--- config.mk ---
export PLATFORM = sky130hd
export DESIGN_NAME = blob_size_ranked_insert_unit
export DESIGN_NICKNAME = d
export VERILOG_FILES = /design/src/rtl/core/bsri_pkg.sv /design/src/rtl/core/bsri_front.sv /design/src/rtl/core/bsri_queue.sv /design/src/rtl/core/bsri_table.sv /design/src/rtl/core/blob_size_ranked_insert_unit.sv
export SDC_FILE = /design/constraint.sdc
export NUM_CORES = 2
export LEC_CHECK = 0
export BUFFER_PORTS_ARGS = -buffer_cell sky130_fd_sc_hd__buf_2
export CELL_PAD_IN_SITES_DETAIL_PLACEMENT = 0
export CELL_PAD_IN_SITES_GLOBAL_PLACEMENT = 1
export CORE_ASPECT_RATIO = 2
export CORE_MARGIN = 4
export CORE_UTILIZATION = 32
export CTS_CLUSTER_DIAMETER = 100
export CTS_CLUSTER_SIZE = 24
export DETAILED_ROUTE_END_ITERATION = 7
export MAX_ROUTING_LAYER = met4
export PLACE_DENSITY_LB_ADDON = 0.1
export SYNTH_ARGS = -nofsm -noshare
export SYNTH_HDL_FRONTEND = slang
export SYNTH_SLANG_ARGS = --single-unit
export TNS_END_PERCENT = 20
--- constraint.sdc ---
create_clock -name clk -period 10.87 [get_ports clk]
set_clock_uncertainty 0.05 [all_clocks]
set_input_delay 1.6305 -clock clk [delete_from_list [all_inputs] [get_ports clk]]
set_output_delay 1.6305 -clock clk [all_outputs]
set_load 0.005 [all_outputs]
--- src/rtl/core/bsri_pkg.sv ---
package bsri_pkg;

	localparam int COORD_W = 10;
	localparam int SIZE_W  = 11;
	localparam int AREA_W  = 21;
	localparam int CTR_W   = 12;
	localparam int IDX_W   = 3;
	localparam int CFG_W   = 21;
	localparam int QUEUE_D = 2;

	localparam logic [1:0] OP_CLEAR  = 2'd0;
	localparam logic [1:0] OP_INSERT = 2'd1;
	localparam logic [1:0] OP_READ   = 2'd2;

	localparam logic [1:0] ST_OK     = 2'd0;
	localparam logic [1:0] ST_REJECT = 2'd1;
	localparam logic [1:0] ST_RANGE  = 2'd2;

	localparam logic [1:0] CFG_MIN_SIZE = 2'd0;
	localparam logic [1:0] CFG_X_RES    = 2'd1;
	localparam logic [1:0] CFG_Y_RES    = 2'd2;

	localparam logic [AREA_W-1:0] MIN_SIZE_RST = AREA_W'(0);
	localparam logic [SIZE_W-1:0] X_RES_RST    = SIZE_W'(176);
	localparam logic [SIZE_W-1:0] Y_RES_RST    = SIZE_W'(144);

	typedef enum logic [2:0] {
		K_CLEAR,
		K_INSERT,
		K_IGNORE,
		K_READ,
		K_NOP
	} kind_t;

	typedef struct packed {
		logic [COORD_W-1:0] left;
		logic [COORD_W-1:0] right;
		logic [COORD_W-1:0] top;
		logic [COORD_W-1:0] bottom;
		logic [AREA_W-1:0]  area;
		logic [CTR_W-1:0]   x_center;
		logic [CTR_W-1:0]   y_center;
	} entry_t;

	typedef struct packed {
		kind_t              kind;
		entry_t             box;
		logic [IDX_W-1:0]   idx;
	} qitem_t;

endpackage

--- src/rtl/core/bsri_front.sv ---
module bsri_front
	import bsri_pkg::*;
(
	input  logic               clk,
	input  logic               arst_n,
	input  logic               cfg_we,
	input  logic [1:0]         cfg_addr,
	input  logic [CFG_W-1:0]   cfg_wdata,
	input  logic [1:0]         operation,
	input  logic [COORD_W-1:0] box_left,
	input  logic [COORD_W-1:0] box_right,
	input  logic [COORD_W-1:0] box_top,
	input  logic [COORD_W-1:0] box_bottom,
	input  logic [IDX_W-1:0]   entry_index,
	output qitem_t             item
);

	logic [AREA_W-1:0] min_size_q;
	logic [SIZE_W-1:0] x_res_q;
	logic [SIZE_W-1:0] y_res_q;

	logic [COORD_W-1:0] dw, dh;
	logic [SIZE_W-1:0]  w, h;
	logic [AREA_W-1:0]  area;
	logic [CTR_W:0]     xs, ys;

	always_ff @(posedge clk or negedge arst_n) begin
		if (!arst_n) begin
			min_size_q <= MIN_SIZE_RST;
			x_res_q    <= X_RES_RST;
			y_res_q    <= Y_RES_RST;
		end else if (cfg_we) begin
			unique case (cfg_addr)
				CFG_MIN_SIZE: min_size_q <= cfg_wdata[AREA_W-1:0];
				CFG_X_RES:    x_res_q    <= cfg_wdata[SIZE_W-1:0];
				CFG_Y_RES:    y_res_q    <= cfg_wdata[SIZE_W-1:0];
				default:      ;
			endcase
		end
	end

	always_comb begin
		dw   = box_right - box_left;
		dh   = box_bottom - box_top;
		w    = {1'b0, dw} + SIZE_W'(1);
		h    = {1'b0, dh} + SIZE_W'(1);
		area = AREA_W'(w) * AREA_W'(h);
		xs   = (CTR_W+1)'(w >> 1) + (CTR_W+1)'(box_left) - (CTR_W+1)'(x_res_q >> 1);
		ys   = (CTR_W+1)'(0) -
		       ((CTR_W+1)'(h >> 1) + (CTR_W+1)'(box_top) - (CTR_W+1)'(y_res_q >> 1));
	end

	always_comb begin
		item.box.left     = box_left;
		item.box.right    = box_right;
		item.box.top      = box_top;
		item.box.bottom   = box_bottom;
		item.box.area     = area;
		item.box.x_center = xs[CTR_W-1:0];
		item.box.y_center = ys[CTR_W-1:0];
		item.idx          = entry_index;
		unique case (operation)
			OP_CLEAR:  item.kind = K_CLEAR;
			OP_INSERT: item.kind = (area < min_size_q) ? K_IGNORE : K_INSERT;
			OP_READ:   item.kind = K_READ;
			default:   item.kind = K_NOP;
		endcase
	end

endmodule

--- src/rtl/core/bsri_queue.sv ---
module bsri_queue
	import bsri_pkg::*;
(
	input  logic   clk,
	input  logic   arst_n,
	input  logic   push,
	input  qitem_t push_item,
	output logic   full,
	input  logic   pop,
	output logic   not_empty,
	output qitem_t head
);

	localparam int PW = $clog2(QUEUE_D);

	qitem_t          slots_q [QUEUE_D];
	logic [PW-1:0]   wr_q, rd_q;
	logic [PW:0]     fill_q;

	assign full      = (fill_q == (PW+1)'(QUEUE_D));
	assign not_empty = (fill_q != '0);
	assign head      = slots_q[rd_q];

	always_ff @(posedge clk) begin
		if (push) begin
			slots_q[wr_q] <= push_item;
		end
	end

	always_ff @(posedge clk or negedge arst_n) begin
		if (!arst_n) begin
			wr_q   <= '0;
			rd_q   <= '0;
			fill_q <= '0;
		end else begin
			if (push) begin
				wr_q <= (wr_q == PW'(QUEUE_D-1)) ? '0 : wr_q + PW'(1);
			end
			if (pop) begin
				rd_q <= (rd_q == PW'(QUEUE_D-1)) ? '0 : rd_q + PW'(1);
			end
			if (push && !pop) begin
				fill_q <= fill_q + (PW+1)'(1);
			end else if (pop && !push) begin
				fill_q <= fill_q - (PW+1)'(1);
			end
		end
	end

endmodule

--- src/rtl/core/bsri_table.sv ---
module bsri_table
	import bsri_pkg::*;
#(
	parameter int MAX_BLOBS = 8
) (
	input  logic   clk,
	input  logic   arst_n,
	input  logic   q_valid,
	input  qitem_t q_item,
	output logic   q_pop,
	output logic   m_tvalid,
	input  logic   m_tready,
	output logic [1:0]  m_tuser,
	output logic [95:0] m_tdata
);

	localparam int CW = $clog2(MAX_BLOBS + 1);

	entry_t          ent_q [MAX_BLOBS];
	logic [CW-1:0]   cnt_q;
	logic [CW-1:0]   slot;
	logic [CW-1:0]   cnt_nxt;
	logic            drop;
	logic            store;
	logic            hit;
	entry_t          rd_ent;
	logic [1:0]      st_nxt;
	entry_t          out_nxt;
	logic            m_valid_q;
	logic [1:0]      st_q;
	logic [3:0]      ocnt_q;
	entry_t          oent_q;

	assign q_pop = q_valid && (!m_valid_q || m_tready);

	always_comb begin
		slot = cnt_q;
		for (int i = MAX_BLOBS - 1; i >= 0; i--) begin
			if ((CW'(i) < cnt_q) && (ent_q[i].area < q_item.box.area)) begin
				slot = CW'(i);
			end
		end
		drop  = (slot == CW'(MAX_BLOBS));
		store = q_pop && (q_item.kind == K_INSERT) && !drop;
	end

	always_comb begin
		rd_ent = '0;
		for (int i = 0; i < MAX_BLOBS; i++) begin
			if (int'(q_item.idx) == i) begin
				rd_ent = ent_q[i];
			end
		end
		hit = (int'(q_item.idx) < int'(cnt_q)) && (int'(q_item.idx) < MAX_BLOBS);
	end

	always_comb begin
		cnt_nxt = cnt_q;
		st_nxt  = ST_OK;
		out_nxt = '0;
		unique case (q_item.kind)
			K_CLEAR:  cnt_nxt = '0;
			K_INSERT: begin
				if (drop) begin
					st_nxt = ST_REJECT;
				end else if (cnt_q < CW'(MAX_BLOBS)) begin
					cnt_nxt = cnt_q + CW'(1);
				end
			end
			K_IGNORE: st_nxt = ST_REJECT;
			K_READ: begin
				if (hit) begin
					out_nxt = rd_ent;
				end else begin
					st_nxt = ST_RANGE;
				end
			end
			default:  ;
		endcase
	end

	for (genvar i = 0; i < MAX_BLOBS; i++) begin : g_cell
		always_ff @(posedge clk) begin
			if (store) begin
				if (CW'(i) == slot) begin
					ent_q[i] <= q_item.box;
				end else if (CW'(i) > slot) begin
					if (i > 0) begin
						ent_q[i] <= ent_q[(i > 0) ? i - 1 : 0];
					end
				end
			end
		end
	end

	always_ff @(posedge clk or negedge arst_n) begin
		if (!arst_n) begin
			cnt_q     <= '0;
			m_valid_q <= 1'b0;
		end else begin
			if (q_pop) begin
				cnt_q <= cnt_nxt;
			end
			if (q_pop) begin
				m_valid_q <= 1'b1;
			end else if (m_tready) begin
				m_valid_q <= 1'b0;
			end
		end
	end

	always_ff @(posedge clk) begin
		if (q_pop) begin
			st_q   <= st_nxt;
			ocnt_q <= 4'(cnt_nxt);
			oent_q <= out_nxt;
		end
	end

	assign m_tvalid = m_valid_q;
	assign m_tuser  = st_q;
	assign m_tdata  = {7'd0, oent_q.y_center, oent_q.x_center, oent_q.area,
	                   oent_q.bottom, oent_q.top, oent_q.right, oent_q.left, ocnt_q};

	a_cnt_bound: assert property (@(posedge clk) disable iff (!arst_n)
		cnt_q <= CW'(MAX_BLOBS))
		else $error("entry count above table depth");

	a_clear: assert property (@(posedge clk) disable iff (!arst_n)
		q_pop && q_item.kind == K_CLEAR |=> cnt_q == '0)
		else $error("clear left entries behind");

	a_drop_full: assert property (@(posedge clk) disable iff (!arst_n)
		q_pop && q_item.kind == K_INSERT && drop |-> cnt_q == CW'(MAX_BLOBS))
		else $error("insert dropped while table not full");

	a_grow: assert property (@(posedge clk) disable iff (!arst_n)
		store && cnt_q < CW'(MAX_BLOBS) |=> cnt_q == $past(cnt_q) + CW'(1))
		else $error("stored insert did not grow count");

endmodule

--- src/rtl/core/blob_size_ranked_insert_unit.sv ---
// channel   dir  handshake          payload
// s_*       in   s_tvalid/s_tready  tuser operation, tdata box and rank
// m_*       out  m_tvalid/m_tready  tuser status, tdata count and entry
// cfg_*     in   cfg_we             cfg_addr register, cfg_wdata value
//
// one item per cycle sustained while m_tready holds high; the area multiply sits in the
// front stage, the slot search and cell shift in the back; m_tvalid rises once an item
// is in the output register; the two-entry queue and the output register let either side
// stall alone; reset clears the entry count and the queue; stored entries need no clearing
module blob_size_ranked_insert_unit
	import bsri_pkg::*;
#(
	parameter int MAX_BLOBS = 8
) (
	input  logic             clk,
	input  logic             arst_n,
	input  logic             cfg_we,
	input  logic [1:0]       cfg_addr,
	input  logic [CFG_W-1:0] cfg_wdata,
	input  logic             s_tvalid,
	output logic             s_tready,
	input  logic [1:0]       s_tuser,   // operation
	input  logic [47:0]      s_tdata,   // box_left, box_right, box_top, box_bottom, entry_index
	output logic             m_tvalid,
	input  logic             m_tready,
	output logic [1:0]       m_tuser,   // status
	output logic [95:0]      m_tdata    // entry_count, out_left, out_right, out_top,
	                                    // out_bottom, out_area, out_x_center, out_y_center
);

	qitem_t front_item;
	qitem_t head;
	logic   full;
	logic   not_empty;
	logic   pop;

	assign s_tready = !full;

	bsri_front u_front (
		.clk         (clk),
		.arst_n      (arst_n),
		.cfg_we      (cfg_we),
		.cfg_addr    (cfg_addr),
		.cfg_wdata   (cfg_wdata),
		.operation   (s_tuser),
		.box_left    (s_tdata[9:0]),
		.box_right   (s_tdata[19:10]),
		.box_top     (s_tdata[29:20]),
		.box_bottom  (s_tdata[39:30]),
		.entry_index (s_tdata[42:40]),
		.item        (front_item)
	);

	bsri_queue u_queue (
		.clk       (clk),
		.arst_n    (arst_n),
		.push      (s_tvalid && !full),
		.push_item (front_item),
		.full      (full),
		.pop       (pop),
		.not_empty (not_empty),
		.head      (head)
	);

	bsri_table #(
		.MAX_BLOBS (MAX_BLOBS)
	) u_table (
		.clk      (clk),
		.arst_n   (arst_n),
		.q_valid  (not_empty),
		.q_item   (head),
		.q_pop    (pop),
		.m_tvalid (m_tvalid),
		.m_tready (m_tready),
		.m_tuser  (m_tuser),
		.m_tdata  (m_tdata)
	);

endmodule
==> results.md <==
* TritonRoute pass-1 iters at 5
* R2r worst-path depth at 14
* Fraction of registers with async set/reset at 4.99%
* # IOs at 178
* RSZ-0062 raised after global routing: false
* Endpoint of the worst register-to-register path: u_table.ent_q[0][56]
* Die X at 302 um
* Xor/xnor share of the synthesized area at 1.30%
* Fmax at 0.0991 GHz
* GRT Util Overall at 21.8%
* Syn_area_per_cell at 12.4 um^2
* Setup Viol. Count Final at 0
* Post-Route WL at 194 mm
* Synth warn at 0
* Critical path origin: s_tdata[30]
* Residual DRC at 0
* CP peak stage delay at 620 ps
* Post-Synth Adder-Cell Area at 9.89%
* EDFF count, synth at 953
* Most used DFF post-synth: edfxtp_1
* Synth top area share at 51.6%
* Core Footprint at 0.172 mm^2
* Min Clock Period, post-route at 10090 ps
* CP most frequent cell: fa_1
* Number of nets in the layout at 5045
* I/O Buffers at 165
* R2r setup slk at 3310 ps
* Via Count at 36300
* Largest family of logic cells by synthesized area: multiplexers
* Top post-synthesis cells by area: edfxtp_1 (52%), mux2_2 (11%), ha_1 (6.8%)
* Worst-Skew Late Latency at 710 ps
* Worst Setup Start Kind: input pin
* Multi-input logic area at 0.0237 mm^2
* Number of fill cells in the layout at 17100
* Setup ws final at 781 ps
* Initial antenna violation count at 8
* RePlAce Congestion at 0.849
* TritonCTS clock tree: built
* CTS root buf: clkbuf_16
* WL/cell at 28.2 um
* Slew margin rel. at 13.9%
* Max-Cap Viols at 0
* Pins Over Slew Limit at 0
* Number of synthesized register bits at 1003
* WP buf/inv at 9
* Final hold vios at 0
* Netlist cell types at 77
* Number of global-route vias before repair at 38100
* GRT Residual Overflow at 0
* CP endpoint kind: flip-flop
* WP data arrival at 10560 ps
* Layout cells sized above 1 at 21.8%
* Maximum root-to-sink buffer count at 3
* Die footprint at 0.180 mm^2
* Register area at 0.0299 mm^2
* Hold_buf cts at 0
* Worst hold path type: reg -> reg
* H-tree depth at 2
* Clk slew on worst S/H paths at 100 ps
* Type of the worst setup path: in -> reg
* Critical Path Slowest Stage Cell: fa_1
* Period utilization at 92.8%
* Row count at 215
* Cell count after synthesis at 4454
* Routed Antenna Nets at 0
* CTS buffer count at 48
* Worst min-delay path startpoint: u_table.m_tvalid
* Global-route wire length before repair at 277 mm
* Pre-CTS setup slack at -164 ps
* Sequential cell area fraction in the yosys report at 53.9%
* Reg-to-reg startpoint: u_queue.rd_q
* Multiplexer area fraction after synthesis at 14.6%
* Area growth, synth to finish at 9.72%
* Status: completed
* Family with the most delay on the worst path: adder cells
* WHS Endpoint: u_table.m_tvalid
* DR vias/cell at 5.28
* Slew at the pin with the worst max-slew slack at 1280 ps
* CP Data Required Time at 11340 ps
* Crit-path max FO at 5
* Largest net degree at the start of global routing at 117
* Drt first-iter violations at 2254
* Post-synthesis simple-gate area fraction at 6.63%
* Num Clock Sinks at 1003
* Cell area after synthesis at 0.0554 mm^2
* Initial cell density of the core at 32.2%
* Compound-Gate Fraction of Synth Area at 9.88%
* Area leader, netlist: edfxtp_1
* Fin Setup TNS at 0 ps
* WHS Path Cells at 2
* DIE HEIGHT at 596 um
* HPWL after detailed placement at 127 mm
-- flip-flops by register name (all words and copies together) (netlist names), 4 cells and up --
signal / cells
u_front.min_size_q: 21
u_table.ent_q: 680
u_table.m_tdata: 85
u_front.y_res_q: 10
u_table.ocnt_q: 4
u_front.x_res_q: 10
u_table.cnt_q: 4
u_queue.slots_q: 182
-- placed cells by master, fill, tap and decap left out, types with 11 or more instances in the layout --
cell,instances
edfxtp_1,953
mux2_2,539
nand2_1,370
a21oi_1,364
ha_1,302
inv_1,247
o21ai_0,242
nor2_1,241
buf_2,165
buf_4,129
mux2i_1,92
fa_1,85
a31oi_1,80
a2111oi_0,60
and2_1,59
xnor2_1,49
mux2_4,49
clkbuf_16,49
dfrtp_1,44
nor3_1,43
nand3_1,40
a21o_1,34
xor2_1,32
mux2_1,29
nand4_1,23
o22ai_1,20
a211oi_1,17
clkbuf_1,16
o21bai_1,12
buf_12,12
nand2b_1,11
-- per-layer routing --
layer / up-vias / global-route usage [%] / part of all wire (%)
met2: 654 / 40.1 / 54
met4: 0 / 7.24 / 3.9
li1: 16700 / - / -
met5: - / - / 0
met1: 18800 / 25.0 / 39
met3: 180 / 1.53 / 3.0
-- Yosys cell counts (all sizes together), types with 9 or more instances --
cell type / n
o211ai: 9
o22ai: 20
edfxtp: 953
fa: 85
dfrtp: 45
nand2b: 11
a21o: 35
a211oi: 17
a31oi: 82
nand3: 40
nor3: 43
and2: 59
o31ai: 11
clkbuf: 131
xor2: 33
nor2: 246
buf: 105
a21oi: 364
and3: 9
xnor2: 49
mux2i: 96
nand4: 23
a2111oi: 65
o21ai: 249
nand2: 372
o21bai: 12
inv: 256
mux2: 618
ha: 302
-- timing repair --
item / 4_1_cts / 5_1_grt
endpoints found under the hold margin: 0 / 0
endpoints found under the setup margin: 0 / 2
resized for setup: 0 / 1
setup buffers: 0 / 1
-- metrics by stage --
step	utilization (%)	hold WS, ps	instance area, um^2	instances
after global placement	34.6	429	59400	6807
after CTS	35.4	464	60800	6877
after floorplan	-	411	55400	4460
final	35.4	457	60800	6882
after detailed placement	34.6	439	59400	6807
after global routing	35.4	468	60800	6880
-- kinds of logic after synthesis --
family	Yosys count
flip-flops	1003
multiplexers	714
buffers and inverters	495
other	1
AO/OA/AOI/OAI	927
XOR/XNOR	82
adder cells (fa/ha/maj)	387
AND/OR/NAND/NOR	845
-- worst register-to-register path: cells and delay by family (launching register included) --
| family | cells | cell delay, ps |
|---|---|---|
| fa+ha+maj | 1 | 320 |
| mux | 1 | 310 |
| simple gates | 3 | 1180 |
| compound gates | 5 | 2650 |
| buf+inv | 4 | 2000 |
| flops | 1 | 610 |
-- area by class of cell --
class                           instances  area share (%)
Tap cell                             2278            4.69
Timing Repair Buffer                  306            3.35
Sequential cell                      1003            49.1
Inverter                              259            1.65
Clock buffer                           65            2.12
Clock inverter                          5          0.0844
Antenna cell                            4          0.0165
Multi-Input combinational cell       2962            39.0
-- worst max path at each step --
stage	endpoint	slack, ps	depth (start not counted)
2_1_floorplan	u_queue.slots_q[0][89]	940	36
3_3_place_gp	u_queue.slots_q[0][89]	-130	38
3_5_place_dp	u_queue.slots_q[0][89]	-160	38
4_1_cts	u_queue.slots_q[0][89]	540	38
5_1_grt	u_queue.slots_q[0][89]	10	39
6_report	u_queue.slots_q[1][89]	780	39
Power is left out: the tool's default activity adds up to more than one toggle a clock period on the data nets, which glitch-free logic cannot reach.
